File: src/hw/rtl/pointer_event_tracker_core_macros.svh
// Assertion macros for the pointer event tracker.
`ifndef POINTER_EVENT_TRACKER_CORE_MACROS_SVH
`define POINTER_EVENT_TRACKER_CORE_MACROS_SVH

`ifndef SYNTHESIS

`define PET_ASSERT(lbl, ante, cons, msg) \
    lbl: assert property (@(posedge i_clk) disable iff (!i_rst_n) (ante) |-> (cons)) \
        else $error(msg);

`define PET_ASSERT_NEXT(lbl, ante, cons, msg) \
    lbl: assert property (@(posedge i_clk) disable iff (!i_rst_n) (ante) |=> (cons)) \
        else $error(msg);

`else

`define PET_ASSERT(lbl, ante, cons, msg)

`define PET_ASSERT_NEXT(lbl, ante, cons, msg)

`endif

`endif

File: src/hw/rtl/pet_pkg.sv
// Shared types and constants of the pointer event tracker.
package pet_pkg;

    localparam int COORD_BITS_DEF = 12;
    localparam int TIME_BITS_DEF  = 32;
    localparam int Q_DEPTH        = 2;

    localparam int CFG_SIZE_W  = 13;
    localparam int CFG_MS_W    = 16;
    localparam int CFG_DATA_W  = 16;
    localparam int CFG_INDEX_W = 2;
    localparam int POS_W       = 12;
    localparam int COORD_W     = 16;
    localparam int NOW_W       = 32;
    localparam int ABS_W       = 15;

    localparam logic [CFG_INDEX_W-1:0] CFG_SCREEN_W   = 2'd0;
    localparam logic [CFG_INDEX_W-1:0] CFG_SCREEN_H   = 2'd1;
    localparam logic [CFG_INDEX_W-1:0] CFG_DOUBLE_CLK = 2'd2;
    localparam logic [CFG_INDEX_W-1:0] CFG_DRAG_DELAY = 2'd3;

    localparam logic [CFG_SIZE_W-1:0] RST_SCREEN_W   = 13'd640;
    localparam logic [CFG_SIZE_W-1:0] RST_SCREEN_H   = 13'd480;
    localparam logic [CFG_MS_W-1:0]   RST_DOUBLE_CLK = 16'd300;
    localparam logic [CFG_MS_W-1:0]   RST_DRAG_DELAY = 16'd100;

    localparam logic [1:0] KIND_REL = 2'd0;
    localparam logic [1:0] KIND_ABS = 2'd1;

    localparam logic [2:0] BTN_LEFT       = 3'd1;
    localparam logic [2:0] BTN_SCROLL_LOW = 3'd4;

    localparam logic [1:0] PS_RELEASED = 2'd0;
    localparam logic [1:0] PS_PRESSED  = 2'd1;
    localparam logic [1:0] PS_MOVED    = 2'd2;
    localparam logic [1:0] PS_DRAGGED  = 2'd3;

    localparam logic [7:0] CLICK_MAX = 8'hFF;

    typedef struct packed {
        logic                      rel;
        logic                      absolute;
        logic                      scroll;
        logic                      left_release;
        logic                      left_press;
        logic                      moved;
        logic [1:0]                pstate;
        logic [2:0]                button;
        logic signed [COORD_W-1:0] coord_x;
        logic signed [COORD_W-1:0] coord_y;
        logic [ABS_W-1:0]          abs_x;
        logic [ABS_W-1:0]          abs_y;
        logic [NOW_W-1:0]          now;
    } t_cmd;

endpackage

File: src/hw/rtl/pet_front.sv
// Front end: accepts input beats and classifies them into commands.
module pet_front (
    input  logic                               i_in_valid,
    output logic                               o_in_stall,
    input  logic [1:0]                         i_event_kind,
    input  logic signed [pet_pkg::COORD_W-1:0] i_coord_x,
    input  logic signed [pet_pkg::COORD_W-1:0] i_coord_y,
    input  logic [2:0]                         i_button,
    input  logic [1:0]                         i_press_state,
    input  logic [pet_pkg::NOW_W-1:0]          i_now_ms,
    input  logic                               i_q_full,
    output logic                               o_push,
    output pet_pkg::t_cmd                      o_cmd
);
    import pet_pkg::*;

    logic [1:0] pstate;

    always_comb begin
        pstate = (i_press_state == PS_DRAGGED) ? PS_MOVED : i_press_state;

        o_cmd              = '0;
        o_cmd.rel          = (i_event_kind == KIND_REL);
        o_cmd.absolute     = (i_event_kind == KIND_ABS);
        o_cmd.scroll       = (i_button >= BTN_SCROLL_LOW);
        o_cmd.left_release = (pstate == PS_RELEASED) && (i_button == BTN_LEFT);
        o_cmd.left_press   = (pstate == PS_PRESSED) && (i_button == BTN_LEFT);
        o_cmd.moved        = (pstate == PS_MOVED);
        o_cmd.pstate       = pstate;
        o_cmd.button       = i_button;
        o_cmd.coord_x      = i_coord_x;
        o_cmd.coord_y      = i_coord_y;
        o_cmd.abs_x        = i_coord_x[COORD_W-1] ? '0 : i_coord_x[ABS_W-1:0];
        o_cmd.abs_y        = i_coord_y[COORD_W-1] ? '0 : i_coord_y[ABS_W-1:0];
        o_cmd.now          = i_now_ms;
    end

    assign o_in_stall = i_q_full;
    assign o_push     = i_in_valid && !i_q_full;

endmodule

File: src/hw/rtl/pet_queue.sv
// Two-entry command queue between front and back.
module pet_queue (
    input  logic          i_clk,
    input  logic          i_rst_n,
    input  logic          i_push,
    input  pet_pkg::t_cmd i_cmd,
    output logic          o_full,
    input  logic          i_pop,
    output logic          o_not_empty,
    output pet_pkg::t_cmd o_cmd
);
    import pet_pkg::*;

    localparam int PTR_W = (Q_DEPTH > 1) ? $clog2(Q_DEPTH) : 1;
    localparam int CNT_W = $clog2(Q_DEPTH + 1);

    t_cmd             r_mem [Q_DEPTH];
    logic [PTR_W-1:0] r_wr_ptr;
    logic [PTR_W-1:0] r_rd_ptr;
    logic [CNT_W-1:0] r_count;
    logic [PTR_W-1:0] n_wr_ptr;
    logic [PTR_W-1:0] n_rd_ptr;
    logic [CNT_W-1:0] n_count;

    always_comb begin
        n_wr_ptr = r_wr_ptr;
        n_rd_ptr = r_rd_ptr;
        n_count  = r_count;
        if (i_push) begin
            n_wr_ptr = (r_wr_ptr == PTR_W'(Q_DEPTH - 1)) ? '0 : r_wr_ptr + 1'b1;
        end
        if (i_pop) begin
            n_rd_ptr = (r_rd_ptr == PTR_W'(Q_DEPTH - 1)) ? '0 : r_rd_ptr + 1'b1;
        end
        if (i_push && !i_pop) begin
            n_count = r_count + 1'b1;
        end else if (!i_push && i_pop) begin
            n_count = r_count - 1'b1;
        end
    end

    always_ff @(posedge i_clk) begin
        if (!i_rst_n) begin
            r_wr_ptr <= '0;
            r_rd_ptr <= '0;
            r_count  <= '0;
        end else begin
            r_wr_ptr <= n_wr_ptr;
            r_rd_ptr <= n_rd_ptr;
            r_count  <= n_count;
        end
    end

    always_ff @(posedge i_clk) begin
        if (i_push) begin
            r_mem[r_wr_ptr] <= i_cmd;
        end
    end

    assign o_full      = (r_count == CNT_W'(Q_DEPTH));
    assign o_not_empty = (r_count != '0);
    assign o_cmd       = r_mem[r_rd_ptr];

endmodule

File: src/hw/rtl/pet_back.sv
// Back end: updates cursor and click state and registers the result beat.
module pet_back #(
    parameter int COORD_BITS = pet_pkg::COORD_BITS_DEF,
    parameter int TIME_BITS  = pet_pkg::TIME_BITS_DEF
) (
    input  logic                                 i_clk,
    input  logic                                 i_rst_n,
    input  logic [pet_pkg::CFG_SIZE_W-1:0]       i_screen_width,
    input  logic [pet_pkg::CFG_SIZE_W-1:0]       i_screen_height,
    input  logic [pet_pkg::CFG_MS_W-1:0]         i_double_click_ms,
    input  logic [pet_pkg::CFG_MS_W-1:0]         i_drag_delay_ms,
    input  logic                                 i_cmd_valid,
    input  pet_pkg::t_cmd                        i_cmd,
    output logic                                 o_pop,
    output logic                                 o_out_valid,
    input  logic                                 i_out_stall,
    output logic                                 o_is_relative,
    output logic [pet_pkg::POS_W-1:0]            o_pos_x,
    output logic [pet_pkg::POS_W-1:0]            o_pos_y,
    output logic signed [pet_pkg::COORD_W-1:0]   o_delta_x,
    output logic signed [pet_pkg::COORD_W-1:0]   o_delta_y,
    output logic [2:0]                           o_button_out,
    output logic [1:0]                           o_event_state,
    output logic [7:0]                           o_click_count
);
    import pet_pkg::*;

    localparam int CB    = COORD_BITS;
    localparam int TW    = TIME_BITS;
    localparam int SZW   = CB + 1;
    localparam int CMPW  = (SZW > CFG_SIZE_W) ? SZW : CFG_SIZE_W;
    localparam int SW    = ((CB > COORD_W) ? CB : COORD_W) + 2;
    localparam int PRODW = ABS_W + SZW;
    localparam int MAXV  = 1 << CB;

    function automatic logic [SZW-1:0] f_size(input logic [CFG_SIZE_W-1:0] reg_val);
        logic [CMPW-1:0] ext;
        ext = CMPW'(reg_val);
        if (reg_val == '0) begin
            f_size = SZW'(1);
        end else if (ext > CMPW'(MAXV)) begin
            f_size = SZW'(MAXV);
        end else begin
            f_size = SZW'(ext);
        end
    endfunction

    function automatic logic [CB-1:0] f_scale(input logic [ABS_W-1:0] a,
                                              input logic [SZW-1:0] size);
        logic [PRODW-1:0] prod;
        prod    = PRODW'(a) * PRODW'(size);
        f_scale = prod[ABS_W +: CB];
    endfunction

    function automatic logic [CB-1:0] f_move(input logic [CB-1:0] cur,
                                             input logic signed [COORD_W-1:0] d,
                                             input logic [SZW-1:0] size);
        logic signed [SW-1:0] p;
        logic signed [SW-1:0] s;
        p = $signed({{(SW-CB){1'b0}}, cur}) + $signed({{(SW-COORD_W){d[COORD_W-1]}}, d});
        s = $signed({{(SW-SZW){1'b0}}, size});
        if (p < 0) begin
            f_move = '0;
        end else if (p >= s) begin
            f_move = CB'(s - 1);
        end else begin
            f_move = CB'(p);
        end
    endfunction

    logic [CB-1:0] r_cur_x;
    logic [CB-1:0] r_cur_y;
    logic [TW-1:0] r_last_rel;
    logic [TW-1:0] r_press_time;
    logic [7:0]    r_clicks;
    logic          r_press_pend;
    logic          r_rel_valid;

    logic                      r_out_valid;
    logic                      r_is_rel;
    logic [POS_W-1:0]          r_pos_x;
    logic [POS_W-1:0]          r_pos_y;
    logic signed [COORD_W-1:0] r_delta_x;
    logic signed [COORD_W-1:0] r_delta_y;
    logic [2:0]                r_button;
    logic [1:0]                r_state;

    logic [CB-1:0] n_cur_x;
    logic [CB-1:0] n_cur_y;
    logic [TW-1:0] n_last_rel;
    logic [TW-1:0] n_press_time;
    logic [7:0]    n_clicks;
    logic          n_press_pend;
    logic          n_rel_valid;
    logic [1:0]    n_state;

    logic [SZW-1:0] size_w;
    logic [SZW-1:0] size_h;
    logic [TW-1:0]  now_t;
    logic [TW-1:0]  rel_gap;
    logic [TW-1:0]  press_age;
    logic           take;
    logic           show_pos;
    logic           show_delta;

    always_comb begin
        size_w     = f_size(i_screen_width);
        size_h     = f_size(i_screen_height);
        now_t      = TW'(i_cmd.now);
        rel_gap    = now_t - r_last_rel;
        press_age  = now_t - r_press_time;
        take       = i_cmd_valid && (!r_out_valid || !i_out_stall);
        show_pos   = i_cmd.absolute || i_cmd.scroll;
        show_delta = i_cmd.rel && !i_cmd.scroll;

        n_cur_x      = r_cur_x;
        n_cur_y      = r_cur_y;
        n_last_rel   = r_last_rel;
        n_press_time = r_press_time;
        n_clicks     = r_clicks;
        n_press_pend = r_press_pend;
        n_rel_valid  = r_rel_valid;
        n_state      = i_cmd.pstate;

        if (i_cmd.rel) begin
            n_cur_x = f_move(r_cur_x, i_cmd.coord_x, size_w);
            n_cur_y = f_move(r_cur_y, i_cmd.coord_y, size_h);
        end else if (i_cmd.absolute) begin
            n_cur_x = f_scale(i_cmd.abs_x, size_w);
            n_cur_y = f_scale(i_cmd.abs_y, size_h);
        end

        if (i_cmd.left_release) begin
            if (r_rel_valid && (rel_gap < TW'(i_double_click_ms)) && (r_clicks != CLICK_MAX)) begin
                n_clicks = r_clicks + 8'd1;
            end
            n_last_rel   = now_t;
            n_rel_valid  = 1'b1;
            n_press_time = '0;
            n_press_pend = 1'b0;
        end
        if (i_cmd.left_press) begin
            n_press_time = now_t;
            n_press_pend = 1'b1;
        end
        if (i_cmd.moved) begin
            n_clicks    = '0;
            n_last_rel  = '0;
            n_rel_valid = 1'b0;
            if (r_press_pend && (press_age > TW'(i_drag_delay_ms))) begin
                n_state = PS_DRAGGED;
            end
        end
    end

    always_ff @(posedge i_clk) begin
        if (!i_rst_n) begin
            r_cur_x      <= '0;
            r_cur_y      <= '0;
            r_last_rel   <= '0;
            r_press_time <= '0;
            r_clicks     <= '0;
            r_press_pend <= 1'b0;
            r_rel_valid  <= 1'b0;
            r_out_valid  <= 1'b0;
        end else begin
            if (take) begin
                r_cur_x      <= n_cur_x;
                r_cur_y      <= n_cur_y;
                r_last_rel   <= n_last_rel;
                r_press_time <= n_press_time;
                r_clicks     <= n_clicks;
                r_press_pend <= n_press_pend;
                r_rel_valid  <= n_rel_valid;
                r_out_valid  <= 1'b1;
            end else if (!i_out_stall) begin
                r_out_valid  <= 1'b0;
            end
        end
    end

    always_ff @(posedge i_clk) begin
        if (take) begin
            r_is_rel  <= show_delta;
            r_pos_x   <= show_pos ? POS_W'(n_cur_x) : '0;
            r_pos_y   <= show_pos ? POS_W'(n_cur_y) : '0;
            r_delta_x <= show_delta ? i_cmd.coord_x : '0;
            r_delta_y <= show_delta ? i_cmd.coord_y : '0;
            r_button  <= i_cmd.button;
            r_state   <= n_state;
        end
    end

    assign o_pop         = take;
    assign o_out_valid   = r_out_valid;
    assign o_is_relative = r_is_rel;
    assign o_pos_x       = r_pos_x;
    assign o_pos_y       = r_pos_y;
    assign o_delta_x     = r_delta_x;
    assign o_delta_y     = r_delta_y;
    assign o_button_out  = r_button;
    assign o_event_state = r_state;
    assign o_click_count = r_clicks;

endmodule

File: src/hw/rtl/pointer_event_tracker_core.sv
// Top level of the pointer event tracker: configuration registers, front, queue and back.
//
// One input beat is accepted per clock while the queue is not full, and one result beat
// is produced for each. A beat passes the combinational classifier into a two-entry queue
// and leaves it into the back end, which updates cursor and click state and loads the
// result register; the queue entry and that register lie between acceptance and result.
// With the output flowing the block sustains one beat per cycle; a stalled result register
// holds the back end, and the queue absorbs two more beats before the input is stalled. No
// clearing pass follows reset. Configuration writes take effect at the next edge and are
// meant for idle periods.
`include "pointer_event_tracker_core_macros.svh"

module pointer_event_tracker_core #(
    parameter int COORD_BITS = pet_pkg::COORD_BITS_DEF,
    parameter int TIME_BITS  = pet_pkg::TIME_BITS_DEF
) (
    input  logic                                  i_clk,
    input  logic                                  i_rst_n,
    input  logic                                  i_cfg_we,
    input  logic [pet_pkg::CFG_INDEX_W-1:0]       i_cfg_index,
    input  logic [pet_pkg::CFG_DATA_W-1:0]        i_cfg_wdata,
    input  logic                                  i_in_valid,
    output logic                                  o_in_stall,
    input  logic [1:0]                            i_event_kind,
    input  logic signed [pet_pkg::COORD_W-1:0]    i_coord_x,
    input  logic signed [pet_pkg::COORD_W-1:0]    i_coord_y,
    input  logic [2:0]                            i_button,
    input  logic [1:0]                            i_press_state,
    input  logic [pet_pkg::NOW_W-1:0]             i_now_ms,
    output logic                                  o_out_valid,
    input  logic                                  i_out_stall,
    output logic                                  o_is_relative,
    output logic [pet_pkg::POS_W-1:0]             o_pos_x,
    output logic [pet_pkg::POS_W-1:0]             o_pos_y,
    output logic signed [pet_pkg::COORD_W-1:0]    o_delta_x,
    output logic signed [pet_pkg::COORD_W-1:0]    o_delta_y,
    output logic [2:0]                            o_button_out,
    output logic [1:0]                            o_event_state,
    output logic [7:0]                            o_click_count
);
    import pet_pkg::*;

    logic [CFG_SIZE_W-1:0] r_screen_w;
    logic [CFG_SIZE_W-1:0] r_screen_h;
    logic [CFG_MS_W-1:0]   r_double_clk;
    logic [CFG_MS_W-1:0]   r_drag_delay;

    logic q_full;
    logic q_not_empty;
    logic push;
    logic pop;
    t_cmd front_cmd;
    t_cmd queue_cmd;

    logic out_rel;
    logic out_move;
    logic pos_zero;

    always_ff @(posedge i_clk) begin
        if (!i_rst_n) begin
            r_screen_w   <= RST_SCREEN_W;
            r_screen_h   <= RST_SCREEN_H;
            r_double_clk <= RST_DOUBLE_CLK;
            r_drag_delay <= RST_DRAG_DELAY;
        end else if (i_cfg_we) begin
            unique case (i_cfg_index)
                CFG_SCREEN_W:   r_screen_w   <= i_cfg_wdata[CFG_SIZE_W-1:0];
                CFG_SCREEN_H:   r_screen_h   <= i_cfg_wdata[CFG_SIZE_W-1:0];
                CFG_DOUBLE_CLK: r_double_clk <= i_cfg_wdata[CFG_MS_W-1:0];
                CFG_DRAG_DELAY: r_drag_delay <= i_cfg_wdata[CFG_MS_W-1:0];
                default: ;
            endcase
        end
    end

    pet_front u_front (
        .i_in_valid    (i_in_valid),
        .o_in_stall    (o_in_stall),
        .i_event_kind  (i_event_kind),
        .i_coord_x     (i_coord_x),
        .i_coord_y     (i_coord_y),
        .i_button      (i_button),
        .i_press_state (i_press_state),
        .i_now_ms      (i_now_ms),
        .i_q_full      (q_full),
        .o_push        (push),
        .o_cmd         (front_cmd)
    );

    pet_queue u_queue (
        .i_clk       (i_clk),
        .i_rst_n     (i_rst_n),
        .i_push      (push),
        .i_cmd       (front_cmd),
        .o_full      (q_full),
        .i_pop       (pop),
        .o_not_empty (q_not_empty),
        .o_cmd       (queue_cmd)
    );

    pet_back #(
        .COORD_BITS (COORD_BITS),
        .TIME_BITS  (TIME_BITS)
    ) u_back (
        .i_clk             (i_clk),
        .i_rst_n           (i_rst_n),
        .i_screen_width    (r_screen_w),
        .i_screen_height   (r_screen_h),
        .i_double_click_ms (r_double_clk),
        .i_drag_delay_ms   (r_drag_delay),
        .i_cmd_valid       (q_not_empty),
        .i_cmd             (queue_cmd),
        .o_pop             (pop),
        .o_out_valid       (o_out_valid),
        .i_out_stall       (i_out_stall),
        .o_is_relative     (o_is_relative),
        .o_pos_x           (o_pos_x),
        .o_pos_y           (o_pos_y),
        .o_delta_x         (o_delta_x),
        .o_delta_y         (o_delta_y),
        .o_button_out      (o_button_out),
        .o_event_state     (o_event_state),
        .o_click_count     (o_click_count)
    );

    assign out_rel  = o_out_valid && o_is_relative;
    assign out_move = o_out_valid && (o_event_state == PS_MOVED || o_event_state == PS_DRAGGED);
    assign pos_zero = (o_pos_x == '0) && (o_pos_y == '0);

    `PET_ASSERT(a_rel_no_pos, out_rel, pos_zero, "relative beat carries a position")
    `PET_ASSERT(a_move_clears_clicks, out_move, o_click_count == '0, "move beat with clicks")
    `PET_ASSERT(a_rel_not_scroll, out_rel, o_button_out < BTN_SCROLL_LOW, "scroll as relative")
    `PET_ASSERT_NEXT(a_pop_loads_out, pop, o_out_valid, "pop left result empty")

endmodule

File: config.mk
export PLATFORM = sky130hd
export DESIGN_NAME = pointer_event_tracker_core
export DESIGN_NICKNAME = d
export VERILOG_FILES = /design/src/hw/rtl/pet_pkg.sv /design/src/hw/rtl/pet_front.sv /design/src/hw/rtl/pet_queue.sv /design/src/hw/rtl/pet_back.sv /design/src/hw/rtl/pointer_event_tracker_core.sv
export VERILOG_INCLUDE_DIRS = /design/src /design/src/hw/rtl
export SDC_FILE = /design/constraint.sdc
export NUM_CORES = 2
export LEC_CHECK = 0
export BUFFER_PORTS_ARGS = -buffer_cell sky130_fd_sc_hd__buf_4
export CAP_MARGIN = 20
export CORE_ASPECT_RATIO = 0.7
export CORE_MARGIN = 1.5
export CORE_UTILIZATION = 50
export CTS_BUF_LIST = sky130_fd_sc_hd__clkbuf_4 sky130_fd_sc_hd__clkbuf_8
export CTS_CLUSTER_SIZE = 10
export DETAILED_ROUTE_END_ITERATION = 7
export HOLD_SLACK_MARGIN = 0.1
export PLACE_DENSITY = 0.7
export SLEW_MARGIN = 20
export SYNTH_ARGS = -nofsm -noshare
export SYNTH_HDL_FRONTEND = slang
export SYNTH_SLANG_ARGS = --single-unit
File: constraint.sdc
create_clock -name i_clk -period 8.3 [get_ports i_clk]
set_input_delay 0.83 -clock i_clk [delete_from_list [all_inputs] [get_ports i_clk]]
set_output_delay 0.83 -clock i_clk [all_outputs]
set_load 0.02 [all_outputs]
==> impl_metrics.yaml <==
clock_tree:
  htreeDepth: 3
  cts_buffers: 74
  clk_latency_ps: 710
  clk_pin_slew_worst_paths_ps: 60
  clockBufferDepth: 3
  cts_tree: "yes"
  clock-sinks: 434
  cts_resized: 0
  postCtsHoldBufs: 0
  clk_root_buffer_cell: "clkbuf_8"
  post_cts.repair.setup_buffers: 0
power_and_ir_drop:
  p_leak_nw: 17.0
  power_density_nw_per_um2: 403
  ir_drop_v: 0.000413
timing:
  setup_viol: 0
  slew_headroom: 0.294
  tightest_slew_ps: 1060
  fmax_mhz: 128
  fin_ws_ps: 458
  min_period_ps: 7840
  rsz0062_at_grt: "no"
  maxSlewViolCount: 0
  setup-tns-final_ps: 0
  min_period_over_period: 0.945
  finalClockSkew_ps: 45.1
  finalHoldViolCount: 0
  whs_ps: 322
setup_path:
  start_kind: "flop"
  startpoint: "r_screen_h[2]"
  cp_slowest_cell: "nor4_1"
  required_ps: 8730
  r2r-start: "r_screen_h[2]"
  crit_buf_inv: 4
  cp.arrival_ps: 8280
  crit_path_end_kind: "flop"
  cpMostUsedCell: "fa_1"
  cp_max_fo: 11
  cpPeakStageDelay_ps: 610
  path_class: "flop to flop"
  rrSetupSlack_ps: 460
  path_delay_family: "adder cells"
hold_path:
  hold_class: "primary input to flop"
  min_from: "i_now_ms[24]"
route:
  drc: 0
  routedWlPerCell_um: 19.7
  vias: 27900
  vias_per_cell: 5.59
  drtIter0Drc: 2731
  drt.antenna.violating_nets: 0
  totalWireLength_um: 98700
  drt_first_pass_iters: 5
cells_and_area:
  design_area_sq_um: 39800
  fillCellCount: 6301
  area_growth_pct: 11.2
  finish.net_count: 4642
  stdcell_count: 4998
  layout-drive-gt1-share: 0.124
yosys:
  synth_area_leaders: "edfxtp_1, fa_1, ha_1"
  synth-simple-area-share: 0.153
  synth_area_per_cell_sq_um: 9.39
  synth.area.mux_share: 0.0512
  synth-main-ff-cell: "edfxtp_1"
  yosys.area.top_type: "edfxtp_1"
  async_reset_ff_frac: 0
  synthCells: 3814
  syn_area_sq_um: 35800
  syn-num-nets: 4473
  seq_area_frac_synth: 0.319
  synth_xor_area_frac: 0.0254
  ys_types: 96
  synthAdderAreaFrac: 0.257
  synth_edf_count: 272
  yosysWarnings: 0
  synth_top_family_by_area: "adder cells"
  synth_top_area_frac: 0.228
  ys_ff_latch: 434
  synth_compound_area_frac: 0.121
die:
  rows: 81
  coreArea_sq_um: 70300
  pin_count: 166
  dieHeight_um: 227
  dieArea_sq_um: 73300
  initial_core_util: 0.509
  die_w_um: 323
job:
  maxCapViolations: 0
global_route:
  grt_max_degree: 105
  grt_pass1_wl_um: 153000
  grt_pass1_vias: 26800
  grtUsageTotal: 0.273
  grt-ovfl-total: 0
  antenna_found_initial: 4
placed_design:
  dp_slack_ps: 484
  io_buffers: 165
  placed_area_sq_um: 38200
  post-place-cells: 4861
  hpwlAfterDp_um: 76200
  place.gp.congestion: 0.983
status:
  status: "finished clean"
per-layer routing:
metal  wire [um]  track usage
met4        1880       0.0645
met5           0            0
met1       47100        0.421
met2       38800        0.373
met3       10900       0.0749
registers in the layout (all words and copies together) (netlist names), 13 cells and up, named ones only:
name / flops
u_queue.r_mem: 210
r_double_clk: 16
u_back.o_delta_y: 16
u_back.o_delta_x: 16
r_screen_h: 13
r_screen_w: 13
u_back.r_press_time: 32
u_back.r_last_rel: 32
r_drag_delay: 16
cells in the mapped netlist (35+ instances only):
cell      instances
a21boi_0         51
a21o_1           54
a21oi_1         158
a22oi_1          44
and2_1           48
clkbuf_1        115
dfxtp_1         162
edfxtp_1        272
fa_1            286
ha_1            279
inv_1           528
mux2_2          108
mux2i_1          59
nand2_1         495
nand3_1          53
nor2_1          303
nor2b_1         123
nor3_1           35
o21ai_0         134
xnor2_1          65
xor2_1           39
per-stage QoR:
step,utilization,power [W]
global placement,0.543,0.0136
global route,0.566,0.0175
CTS,0.566,0.0160
floorplan,-,0.0109
detailed placement,0.543,0.0137
finish,0.566,0.0160
cell families after synthesis:
logic type,after synthesis
adders and majority gates,565
AOI/OAI and AO/OA,664
buffers and inverters,678
muxes,169
xor gates and xnor gates,104
DFF,434
and+or+nand+nor,1200
layout make-up:
class | count | area [sq um] | area share
Timing Repair Buffer | 236 | 1780 | 0.0448
Sequential cell | 434 | 11400 | 0.287
Inverter | 535 | 2010 | 0.0505
Clock inverter | 37 | 383 | 0.00961
Tap cell | 954 | 1190 | 0.0300
Clock buffer | 98 | 1240 | 0.0310
Antenna cell | 2 | 5.00 | 0.000126
Multi-Input combinational cell | 2702 | 21800 | 0.547
where the power goes:
| group | switching [W] | internal [W] |
|---|---|---|
| combinational | 0.00660 | 0.00424 |
| sequential | 0.000219 | 0.00283 |
| clock | 0.000951 | 0.00120 |
| total | 0.00777 | 0.00827 |
worst reg2reg max path, stage by stage, from the launching register on:
cell and delay, ps:
dfxtp_1 370, nor4_1 610, nand3_1 220, o21ai_0 470, nand2_1 500, nor2_1 270, fa_1 430, inv_1 80
fa_1 400, inv_1 100, fa_1 460, fa_1 560, inv_1 50, fa_1 470, inv_1 50, ha_1 320
and3_1 190, a221oi_1 260, o21ai_0 220, nor3_1 180, nand2_1 130, a31oi_1 510, o32ai_1 180, o31ai_1 100
a21oi_1 110, o32a_1 370
placed cells by master (no fill, tap or decap), types with 25 or more instances in the layout:
cell type | Yosys | routed
a21boi_0 | 51 | 51
a21o_1 | 54 | 54
a21oi_1 | 158 | 158
a22oi_1 | 44 | 44
a31oi_1 | 26 | 26
and2_1 | 48 | 47
buf_4 | 5 | 235
clkbuf_8 | 2 | 80
dfxtp_1 | 162 | 161
edfxtp_1 | 272 | 272
fa_1 | 286 | 286
ha_1 | 279 | 279
inv_1 | 528 | 527
mux2_2 | 108 | 108
mux2i_1 | 59 | 58
nand2_1 | 495 | 495
nand2b_1 | 29 | 29
nand3_1 | 53 | 53
nand4_1 | 25 | 25
nor2_1 | 303 | 299
nor2b_1 | 123 | 123
nor3_1 | 35 | 35
o211ai_1 | 29 | 29
o21ai_0 | 134 | 134
xnor2_1 | 65 | 65
xor2_1 | 39 | 39
path summary, 6_finish.rpt:
check,endpoint,cells after the start
max,u_back.o_pos_y[11],25
max reg2reg,u_back.o_pos_y[11],25
min,u_queue.r_mem[0][24],1
min reg2reg,u_back.r_rel_valid,1
(Power assumes the default switching activity.)
